## src/rtl/bhm_pkg.sv

```systemverilog
// bhm_pkg: shared types and constants of the box heat map update block
// holds request and result payload structs, register codes and defaults
// no dependencies
package bhm_pkg;

    localparam int MAX_BOXES_DEF = 16;

    localparam int COORD_W  = 12;
    localparam int SPAN_W   = 13;
    localparam int BOUND_W  = 14;
    localparam int HEAT_W   = 8;
    localparam int INDEX_W  = 4;
    localparam int CFG_IDX_W = 2;

    localparam logic [HEAT_W-1:0] HEAT_MAX = 8'd255;

    // command codes
    localparam logic CMD_LOAD  = 1'b0;
    localparam logic CMD_PIXEL = 1'b1;

    // configuration register indexes
    typedef enum logic [CFG_IDX_W-1:0] {
        REG_HEAT_INCREASE    = 2'd0,
        REG_HEAT_DECREASE    = 2'd1,
        REG_APPEAR_THRESHOLD = 2'd2
    } cfg_reg_t;

    localparam logic [HEAT_W-1:0] HEAT_INCREASE_RST    = 8'd10;
    localparam logic [HEAT_W-1:0] HEAT_DECREASE_RST    = 8'd5;
    localparam logic [HEAT_W-1:0] APPEAR_THRESHOLD_RST = 8'd128;

    typedef struct packed {
        logic               command;
        logic [INDEX_W-1:0] box_index;
        logic               box_valid;
        logic [COORD_W-1:0] box_top;
        logic [COORD_W-1:0] box_left;
        logic [SPAN_W-1:0]  box_height;
        logic [SPAN_W-1:0]  box_width;
        logic [COORD_W-1:0] pixel_row;
        logic [COORD_W-1:0] pixel_col;
        logic [HEAT_W-1:0]  old_heat;
    } item_t;

    typedef struct packed {
        logic [HEAT_W-1:0] new_heat;
        logic              clear_id;
        logic              hit;
    } result_t;

    typedef struct packed {
        logic [HEAT_W-1:0] heat_increase;
        logic [HEAT_W-1:0] heat_decrease;
        logic [HEAT_W-1:0] appear_threshold;
    } cfg_t;

    // one table write, issued from the first pipeline stage
    typedef struct packed {
        logic               en;
        logic [INDEX_W-1:0] index;
        logic               valid;
        logic [COORD_W-1:0] top;
        logic [COORD_W-1:0] left;
        logic [SPAN_W-1:0]  height;
        logic [SPAN_W-1:0]  width;
    } box_wr_t;

endpackage

```

## src/rtl/box_heat_map_update.sv

```systemverilog
// box_heat_map_update: top level, box table loads and pixel heat updates
// depends on bhm_pkg, bhm_box_table, bhm_heat_update
//
//  channel   direction  handshake                    payload
//  item      in         item_valid / item_stall      item_t   (load or pixel request)
//  result    out        result_valid / result_stall  result_t (one per pixel request)
//  cfg       in         cfg_valid / cfg_ready        cfg_index, cfg_data
//
// one request enters per cycle while item_stall is low; a pixel request passes s1, s2, s3
// and then the result register, each of them registered, before result_valid rises
// stages: s1 table hit test per entry, s2 or of hits and heat arithmetic,
// s3 threshold compare, then the result register
// a load request writes its table entry from s1 and leaves the pipeline there
// reset empties the pipeline, marks every box invalid and loads register defaults
// a held result stalls only the stages behind it that are full; no request is lost
module box_heat_map_update
    import bhm_pkg::*;
#(
    parameter int MAX_BOXES = MAX_BOXES_DEF
)
(
    input  logic                 clk,
    input  logic                 rst_n,

    input  logic                 item_valid,
    output logic                 item_stall,
    input  item_t                item,

    output logic                 result_valid,
    input  logic                 result_stall,
    output result_t              result,

    input  logic                 cfg_valid,
    output logic                 cfg_ready,
    input  logic [CFG_IDX_W-1:0] cfg_index,
    input  logic [HEAT_W-1:0]    cfg_data
);

    // configuration registers
    cfg_t cfg_reg;

    // stage 1: request as accepted
    logic  s1_valid_reg;
    item_t s1_item_reg;

    // stage 2: per-entry hits of one pixel
    logic                 s2_valid_reg;
    logic [MAX_BOXES-1:0] s2_match_reg;
    logic [HEAT_W-1:0]    s2_heat_reg;

    // stage 3: updated heat
    logic              s3_valid_reg;
    logic              s3_hit_reg;
    logic [HEAT_W-1:0] s3_heat_reg;

    // output register
    logic    result_valid_reg;
    result_t result_reg;

    // stage readiness, back from the output
    logic out_free;
    logic s3_free;
    logic s2_free;
    logic s1_free;
    logic s1_is_load;

    box_wr_t              box_wr;
    logic [MAX_BOXES-1:0] match;
    logic                 s2_hit;
    logic [HEAT_W-1:0]    s2_new_heat;

    assign cfg_ready = 1'b1;

    assign s1_is_load = (s1_item_reg.command == CMD_LOAD);
    assign out_free   = !result_valid_reg || !result_stall;
    assign s3_free    = !s3_valid_reg || out_free;
    assign s2_free    = !s2_valid_reg || s3_free;
    // a load never waits, it ends in s1
    assign s1_free    = !s1_valid_reg || s1_is_load || s2_free;
    assign item_stall = !s1_free;

    assign result_valid = result_valid_reg;
    assign result       = result_reg;

    // table write from s1 so it lands in request order with the pixel tests
    always_comb
    begin
        box_wr.en     = s1_valid_reg && s1_is_load;
        box_wr.index  = s1_item_reg.box_index;
        box_wr.valid  = s1_item_reg.box_valid;
        box_wr.top    = s1_item_reg.box_top;
        box_wr.left   = s1_item_reg.box_left;
        box_wr.height = s1_item_reg.box_height;
        box_wr.width  = s1_item_reg.box_width;
    end

    bhm_box_table #(
        .MAX_BOXES (MAX_BOXES)
    ) u_box_table (
        .clk   (clk),
        .rst_n (rst_n),
        .wr    (box_wr),
        .row   (s1_item_reg.pixel_row),
        .col   (s1_item_reg.pixel_col),
        .match (match)
    );

    assign s2_hit = |s2_match_reg;

    bhm_heat_update u_heat_update (
        .hit      (s2_hit),
        .old_heat (s2_heat_reg),
        .cfg      (cfg_reg),
        .new_heat (s2_new_heat)
    );

    // configuration writes
    always_ff @(posedge clk or negedge rst_n)
    begin
        if (!rst_n)
        begin
            cfg_reg.heat_increase    <= HEAT_INCREASE_RST;
            cfg_reg.heat_decrease    <= HEAT_DECREASE_RST;
            cfg_reg.appear_threshold <= APPEAR_THRESHOLD_RST;
        end
        else if (cfg_valid && cfg_ready)
        begin
            case (cfg_index)
                REG_HEAT_INCREASE:    cfg_reg.heat_increase    <= cfg_data;
                REG_HEAT_DECREASE:    cfg_reg.heat_decrease    <= cfg_data;
                REG_APPEAR_THRESHOLD: cfg_reg.appear_threshold <= cfg_data;
                default:              ;
            endcase
        end
    end

    // pipeline valid bits
    always_ff @(posedge clk or negedge rst_n)
    begin
        if (!rst_n)
        begin
            s1_valid_reg     <= 1'b0;
            s2_valid_reg     <= 1'b0;
            s3_valid_reg     <= 1'b0;
            result_valid_reg <= 1'b0;
        end
        else
        begin
            if (s1_free)
            begin
                s1_valid_reg <= item_valid;
            end
            if (s2_free)
            begin
                s2_valid_reg <= s1_valid_reg && !s1_is_load;
            end
            if (s3_free)
            begin
                s3_valid_reg <= s2_valid_reg;
            end
            if (out_free)
            begin
                result_valid_reg <= s3_valid_reg;
            end
        end
    end

    // pipeline payload
    always_ff @(posedge clk)
    begin
        if (s1_free && item_valid)
        begin
            s1_item_reg <= item;
        end
        if (s2_free && s1_valid_reg && !s1_is_load)
        begin
            s2_match_reg <= match;
            s2_heat_reg  <= s1_item_reg.old_heat;
        end
        if (s3_free && s2_valid_reg)
        begin
            s3_hit_reg  <= s2_hit;
            s3_heat_reg <= s2_new_heat;
        end
        if (out_free && s3_valid_reg)
        begin
            result_reg.new_heat <= s3_heat_reg;
            result_reg.clear_id <= (s3_heat_reg < cfg_reg.appear_threshold);
            result_reg.hit      <= s3_hit_reg;
        end
    end

    // an empty first stage always takes a request
    a_s1_empty_takes: assert property (@(posedge clk) disable iff (!rst_n)
        !s1_valid_reg |-> !item_stall)
        else $error("request stalled with empty first stage");

    // a pixel held in stage 2 by a full stage 3 is not dropped
    a_s2_holds: assert property (@(posedge clk) disable iff (!rst_n)
        s2_valid_reg && !s3_free |=> s2_valid_reg)
        else $error("stalled pixel lost in stage 2");

    // a hit never yields heat below the heat increase amount
    a_hit_heat: assert property (@(posedge clk) disable iff (!rst_n)
        s3_valid_reg && s3_free
        |=> !(result_reg.hit
              && (result_reg.new_heat < $past(cfg_reg.heat_increase))))
        else $error("hit produced heat below the increase amount");

    // identity clear follows the delivered heat and threshold
    a_clear_id: assert property (@(posedge clk) disable iff (!rst_n)
        result_valid_reg
        |-> (result_reg.clear_id == (result_reg.new_heat < cfg_reg.appear_threshold)))
        else $error("clear_id disagrees with heat and threshold");

endmodule

```

## src/rtl/bhm_box_table.sv

```systemverilog
// bhm_box_table: candidate box registers and one hit-test lane per entry
// depends on bhm_pkg
module bhm_box_table
    import bhm_pkg::*;
#(
    parameter int MAX_BOXES = MAX_BOXES_DEF
)
(
    input  logic                 clk,
    input  logic                 rst_n,
    input  box_wr_t              wr,
    input  logic [COORD_W-1:0]   row,
    input  logic [COORD_W-1:0]   col,
    output logic [MAX_BOXES-1:0] match
);

    logic [MAX_BOXES-1:0] valid_reg;
    logic [COORD_W-1:0]   top_reg    [MAX_BOXES];
    logic [COORD_W-1:0]   left_reg   [MAX_BOXES];
    logic [BOUND_W-1:0]   bottom_reg [MAX_BOXES];
    logic [BOUND_W-1:0]   right_reg  [MAX_BOXES];

    logic [BOUND_W-1:0] bottom_next;
    logic [BOUND_W-1:0] right_next;

    // exclusive bounds kept precomputed so the lanes only compare
    assign bottom_next = BOUND_W'(wr.top) + BOUND_W'(wr.height);
    assign right_next  = BOUND_W'(wr.left) + BOUND_W'(wr.width);

    for (genvar i = 0; i < MAX_BOXES; i++)
    begin : g_entry
        logic sel;

        // indexes past the table never select an entry
        assign sel = wr.en && (32'(wr.index) == 32'(i));

        always_ff @(posedge clk or negedge rst_n)
        begin
            if (!rst_n)
            begin
                valid_reg[i] <= 1'b0;
            end
            else if (sel)
            begin
                valid_reg[i] <= wr.valid;
            end
        end

        always_ff @(posedge clk)
        begin
            if (sel)
            begin
                top_reg[i]    <= wr.top;
                left_reg[i]   <= wr.left;
                bottom_reg[i] <= bottom_next;
                right_reg[i]  <= right_next;
            end
        end

        assign match[i] = valid_reg[i]
                        && (row >= top_reg[i])
                        && (BOUND_W'(row) < bottom_reg[i])
                        && (col > left_reg[i])
                        && (BOUND_W'(col) < right_reg[i]);
    end

endmodule

```

## src/rtl/bhm_heat_update.sv

```systemverilog
// bhm_heat_update: saturating heat increase on a hit, clamped decrease on a miss
// depends on bhm_pkg
module bhm_heat_update
    import bhm_pkg::*;
(
    input  logic              hit,
    input  logic [HEAT_W-1:0] old_heat,
    input  cfg_t              cfg,
    output logic [HEAT_W-1:0] new_heat
);

    logic [HEAT_W:0] sum;

    assign sum = {1'b0, old_heat} + {1'b0, cfg.heat_increase};

    always_comb
    begin
        if (hit)
        begin
            new_heat = sum[HEAT_W] ? HEAT_MAX : sum[HEAT_W-1:0];
        end
        else if (old_heat > cfg.heat_decrease)
        begin
            new_heat = old_heat - cfg.heat_decrease;
        end
        else
        begin
            new_heat = '0;
        end
    end

endmodule

```

## config.mk

```make
export PLATFORM = sky130hd
export DESIGN_NAME = box_heat_map_update
export DESIGN_NICKNAME = d
export VERILOG_FILES = /design/src/rtl/bhm_pkg.sv /design/src/rtl/box_heat_map_update.sv /design/src/rtl/bhm_box_table.sv /design/src/rtl/bhm_heat_update.sv
export SDC_FILE = /design/constraint.sdc
export NUM_CORES = 1
export LEC_CHECK = 0
export ABC_AREA = 1
export BUFFER_PORTS_ARGS = -buffer_cell sky130_fd_sc_hd__buf_2
export CAP_MARGIN = 10
export CORE_UTILIZATION = 60
export DETAILED_ROUTE_END_ITERATION = 10
export MAX_ROUTING_LAYER = met4
export PLACE_DENSITY = 0.88
export SYNTH_ARGS = -nofsm -noshare
export SYNTH_HDL_FRONTEND = slang
export SYNTH_SLANG_ARGS = --single-unit
```

## constraint.sdc

```tcl
create_clock -name clk -period 5.65 [get_ports clk]
set_input_delay 0 -clock clk [delete_from_list [all_inputs] [get_ports clk]]
set_output_delay 0 -clock clk [all_outputs]
set_load 0.02 [all_outputs]
```

## Word-level counts from Yosys, hierarchy flattened

Memory sizes are Yosys's and may differ from the RTL's.
Index checks and enable logic that the tools add are counted.

- Register bits after elaboration: 175
- RAM bits: 832
- Output and inout bits: 13
- Logic and storage cells: 511
- Memories kept: 4

- $add $sub $neg: 4
- Magnitude comparators: 66
- Eq/ne operators: 17
- Muxes and demuxes: 215
- Bitwise gates (word level): 1
- Reductions and logical operators: 164

Memory list:

| memory | words | bits a word | rd ports | clocked after Yosys merged registers in | write ports | line | RTL |
|---|---|---|---|---|---|---|---|
| u_box_table.bottom_reg | 16 | 14 | 16 | 0 | 1 | bhm_box_table.sv:20 | `logic [BOUND_W-1:0] bottom_reg [MAX_BOXES];` |
| u_box_table.right_reg | 16 | 14 | 16 | 0 | 1 | bhm_box_table.sv:21 | `logic [BOUND_W-1:0] right_reg [MAX_BOXES];` |
| u_box_table.left_reg | 16 | 12 | 16 | 0 | 1 | bhm_box_table.sv:19 | `logic [COORD_W-1:0] left_reg [MAX_BOXES];` |
| u_box_table.top_reg | 16 | 12 | 16 | 0 | 1 | bhm_box_table.sv:18 | `logic [COORD_W-1:0] top_reg [MAX_BOXES];` |

Operators with widths:

| cell | number |
|---|---|
| $lt A12 B14 Y1 | 32 |
| $mux W14 | 30 |
| $reduce_or A14 Y1 | 30 |
| $mux W12 | 30 |
| $reduce_or A12 Y1 | 30 |
| $mux W4 | 60 |
| $ge A12 B12 Y1 | 16 |
| $gt A12 B12 Y1 | 16 |
| $mux W1 | 92 |
| $logic_and A1 B1 Y1 | 87 |
| $eq A4 B4 Y1 const B | 8 |
| $add A12 B13 Y14 | 2 |
| $mux W8 | 3 |
| $eq A4 B3 Y1 const B | 4 |
| $reduce_or A16 Y1 | 1 |
| $add A8 B8 Y9 | 1 |
| $eq A4 B2 Y1 const B | 2 |
| $gt A8 B8 Y1 | 1 |
| $lt A8 B8 Y1 | 1 |
| $sub A8 B8 Y8 | 1 |
| $logic_not A1 Y1 | 6 |
| $reduce_and A2 Y1 | 3 |
| $logic_or A1 B1 Y1 | 5 |
| $eq A4 B1 Y1 const B | 1 |
| 5 further kinds | 5 |

## Longest topological paths before layout

- Depth in word-level cells: 21
- Mapped depth: 12
- Mapped depth without buffers: 12

## Cells and area by module

A second synthesis with hierarchy kept.

- Cell total of the unflattened synthesis: 4764
- Area total of the unflattened synthesis: 52691.8 um^2

By module, submodules not included:

| module | instances | cells an instance | area an instance (um^2) | sequential area each (um^2) |
|---|---|---|---|---|
| bhm_box_table | 1 | 4299 | 46425.8 | 25384.3 |
| box_heat_map_update | 1 | 283 | 5295.1 | 4640.7 |
| bhm_heat_update | 1 | 182 | 970.9 | 0.0 |

## Worst setup path after synthesis

OpenSTA, ideal clock, no wires.

- Path type: reg2reg
- Start point: reg result_valid_reg (netlist: result_valid)
- End point: reg s1_item_reg, in the netlist box_wr[0], enable pin
- Data arrival time: 4.573 ns
- Required time: 5.115 ns
- Slack: 0.542 ns
- Stages on the path, launching flop included: 8
- Cell sequence: dfrtp_1 nand2_1 nor2_1 inv_1 nor2_1 inv_1 nor2_1 nor2_1

- Cells in the longest elaborated chain, start to end: 6

Ends and longest elaborated chain:

| what | line | RTL |
|---|---|---|
| start, declared | box_heat_map_update.sv:57 | `logic result_valid_reg;` |
| start signal, assigned | box_heat_map_update.sv:163 | `result_valid_reg <= s3_valid_reg;` |
| $logic_not A1 Y1 | box_heat_map_update.sv:75 | `assign out_free = !result_valid_reg \|\| !result_stall;` |
| $logic_or A1 B1 Y1 | box_heat_map_update.sv:75 |  |
| $logic_or A1 B1 Y1 | box_heat_map_update.sv:76 | `assign s3_free = !s3_valid_reg \|\| out_free;` |
| $logic_or A1 B1 Y1 | box_heat_map_update.sv:77 | `assign s2_free = !s2_valid_reg \|\| s3_free;` |
| $logic_or A1 B1 Y1 | box_heat_map_update.sv:79 | `assign s1_free = !s1_valid_reg \|\| s1_is_load \|\| s2_free;` |
| $logic_and A1 B1 Y1 | box_heat_map_update.sv:171 | `if (s1_free && item_valid)` |
| end signal, assigned | box_heat_map_update.sv:173 | `s1_item_reg <= item;` |
| end, declared | box_heat_map_update.sv:44 | `item_t s1_item_reg;` |

Every way passes these cells.
A chain may end at the register's enable or synchronous reset.

## Worst setup path in the final report

- Start point: reg s1_item_reg, in the netlist box_wr[26]
- End point: mem u_box_table.right_reg[0][12] (data pin)

- Cells in the longest elaborated chain, start to end: 16

Ends and longest elaborated chain:

| what | line | RTL |
|---|---|---|
| $add A12 B13 Y14 * | bhm_box_table.sv:28 | `assign right_next = BOUND_W'(wr.left) + BOUND_W'(wr.width);` |
| net u_box_table.right_next[12] | bhm_box_table.sv:24 | `logic [BOUND_W-1:0] right_next;` |
| $mux W14 (no line) (14 in series) | - |  |
| $mux W14 (no line) * | - |  |
| end, declared | bhm_box_table.sv:21 |  |

The timed path passes the listed nets; every way through them passes the cells marked *.

==> flow_metrics.tcl <==
set metrics [dict create \
    outcome "complete, no violations" \
    tightest_slew_ns 1.41 \
    cts_tree "built" \
    synthAdderAreaFrac_pct 18.7 \
    via_count 37600 \
    clkSinkCount 1007 \
    cp_cell_sequence "ha_1 -> inv_1 -> fa_1 -> inv_1 -> nand3_1 -> nand2_1 -> nand4_1 -> nand3_1 -> xor2_1" \
    p_switching_w 0.00440 \
    synth_top_family_by_area "adder cells" \
    root_buffer "clkbuf_16" \
    cp_slowest_cell "xor2_1" \
    pwr-share-comb_pct 10.9 \
    critPathMaxFanout 17 \
    synthMuxAreaShare_pct 0 \
    crit_arrival_ns 3.81 \
    finalCritPeriodShare_pct 62.2 \
    drc 0 \
    synth_area_per_cell_um2 10.8 \
    synth_edf_count 963 \
    row_count 108 \
    peakVddDrop_v 0.000316 \
    cts-resized-gates 0 \
    final_layout_size_suffix_gt1_share_pct 6.92 \
    htreeDepth 3 \
    grt_antenna_before_repair 1 \
    syn-num-nets 5792 \
    coreArea_um2 87200 \
    ys.flop_type "edfxtp_1" \
    dr.pass1.iters 8 \
    grt_pass1_wl_um 212000 \
    clkPwrFrac_pct 39.9 \
    cts.clk_slew.worst_paths_ns 0.06 \
    power_density_nw_per_um2 295 \
    detail-route-antenna-nets 0 \
    final_common_cell "inv_1" \
    cp-end-kind "flip-flop" \
    viasPerCell 5.76 \
    p_int_w 0.0133 \
    cap_viol_max_count 0 \
    grt-ovfl-total 0 \
    hold_violations 0 \
    port_buffers 114 \
    synth_top_area_share_pct 54.6 \
    insertion_delay_ns 0.70 \
    cp-start-kind "flip-flop" \
    grt_start_max_net_pins 53 \
    ys_ff_latch 1007 \
    synth_xor_area_share_pct 0.430 \
    cts_made_buffers 103 \
    crit_buf_inv 2 \
    cp.required_ns 5.95 \
    total_power_w 0.0177 \
    ios 116 \
    slew_violations 0 \
    synthArstFlopShare_pct 4.37 \
    die-area_um2 89500 \
    relSlewSlack_pct 5.19 \
    wl_per_cell_um 21.5 \
    dp_hpwl_um 91700 \
    switching_share_pct 24.9 \
    syn_area_um2 53000 \
    synth-compound-area-share_pct 5.24 \
    p_leak_nw 28.0 \
    yosys.area_share.simple_pct 11.4 \
    fin_tns_setup_ns 0 \
    syn2layout_area_growth_pct 13.3 \
    fmax_mhz 285 \
    ys_types 38 \
    layout_common_cells "inv_1 (1,038), nand2_1 (986), edfxtp_1 (963)" \
    die_x_um 299 \
    hp-class "in2reg" \
    fin_skew_ns 0.0412 \
    synth_area_leaders "edfxtp_1 (55%), ha_1 (19%), inv_1 (7.5%), nand2_1 (7.0%), a21oi_1 (2.9%)" \
    nFillCells 5510 \
    die_h_um 299 \
    fin_nets 6177 \
    critical-path-top-delay-family "XOR/XNOR gates" \
    max_stage_delay_ns 1.05 \
    drt_iter0_drc 3919 \
    cts.path.max_buffers 3 \
    grt_usage_pct 32.3 \
    critPathKind "reg2reg" \
    first_global_vias 38500 \
    pwr-share-seq_pct 49.1 \
    setup_viol 0 \
    synth_cells 4902 \
    yosysSeqAreaShare_pct 56.7 \
    period_needed_ns 3.51 \
    yosysTopAreaCell "edfxtp_1" \
    grt_setup_unrepaired "false" \
    drt-total-wl_um 140000 \
    yosysWarnings 0 \
    initial_core_util_pct 60.8 \
    place_congestion 0.954 \
]
==> cell families (layout without fill, tap and decap cells) <==
| kind of cell | count (synthesis) | in the layout |
|---|---|---|
| and+or+nand+nor | 1505 | 1505 |
| other | 1 | 2 |
| adders and majority gates | 787 | 787 |
| xor gates and xnor gates | 26 | 26 |
| DFF | 1007 | 1007 |
| buffers and inverters | 1063 | 1537 |
| AOI/OAI and AO/OA | 513 | 513 |
==> path summary, 6_finish.rpt <==
path	cells after the start	slack (ns)	start	end
min in group asynchronous	2	0.11	rst_n	cfg_reg[3]$_DFFE_PN0P_
max	9	2.14	box_wr[26]$_DFFE_PP_	u_box_table.right_reg[0][12]$_DFFE_PP_
max reg2reg	9	2.14	box_wr[26]$_DFFE_PP_	u_box_table.right_reg[0][12]$_DFFE_PP_
min reg2reg	0	0.43	s1_item_reg[1]$_DFFE_PP_	s2_heat_reg[1]$_DFFE_PP_
max in group asynchronous	2	4.78	rst_n	u_box_table.valid_reg[11]$_DFFE_PN0P_
min	2	0.02	item[28]	s1_item_reg[28]$_DFFE_PP_
==> synthesized netlist by cell type, types with 2 or more instances <==
| cell | n |
|---|---|
| and3_1 | 7 |
| dfrtp_1 | 39 |
| a21oi_1 | 305 |
| dfstp_2 | 5 |
| nor2_1 | 291 |
| inv_1 | 1052 |
| nor4_4 | 2 |
| nor3_1 | 25 |
| a21o_1 | 8 |
| xnor2_1 | 10 |
| a31oi_1 | 2 |
| buf_4 | 2 |
| nand3_1 | 152 |
| nand2_1 | 986 |
| nor2_4 | 2 |
| inv_2 | 3 |
| nand4_1 | 25 |
| o21bai_1 | 13 |
| and2_1 | 10 |
| a21oi_2 | 2 |
| xor2_1 | 16 |
| o21a_1 | 33 |
| o21ai_1 | 11 |
| a21boi_1 | 2 |
| edfxtp_1 | 963 |
| ha_1 | 783 |
| a21boi_0 | 15 |
| fa_1 | 4 |
| nor3_2 | 3 |
| o31ai_1 | 2 |
| clkbuf_1 | 4 |
| o211ai_1 | 5 |
| o21ai_0 | 115 |
==> power groups by stage <==
stage	clock network (W)	registers, W	logic [W]
after global placement	0	0.00883	0.00168
after floorplan	0	0.00885	0.00100
after CTS	0.00706	0.00869	0.00189
after detailed placement	0	0.00884	0.00179
after global routing	0.00733	0.00870	0.00211
final	0.00706	0.00869	0.00193
==> area by class of cell <==
type | count | area, µm² | share of cell area [%]
clock inverter | 58 | 704 | 1.17
tap | 1155 | 1450 | 2.41
inverter | 1056 | 3960 | 6.60
timing repair buffer | 287 | 2140 | 3.56
clock buffer | 136 | 2770 | 4.62
antenna | 1 | 2.50 | 0.00417
sequential | 1007 | 30000 | 50.0
multi-input combinational | 2832 | 19000 | 31.6
==> layer usage <==
layer	wire [µm]	vias to the layer above	track usage, %
li1	-	17100	-
met1	49500	17900	36.8
met2	68000	2159	53.9
met3	14100	490	5.69
met4	8600	0	18.4
met5	0	-	-
==> through the flow <==
step	util (%)	cell area [µm²]	setup slack [ns]	hold slack, ns	instances
after CTS	68.9	60000	2.26	0.00595	6530
after global routing	68.9	60000	1.96	0.0233	6532
after global placement	63.6	55500	2.35	0.176	6228
after detailed placement	63.6	55500	2.30	0.178	6228
final	68.9	60000	2.14	0.0170	6532
after floorplan	-	53000	0.542	-0.296	4902
==> repair_timing <==
item / CTS / global route
endpoints found under the hold margin: 175 / 0
hold buffers: 108 / 0
setup buffers: 0 / 0
No activity file was read; power rests on OpenSTA's default activity.
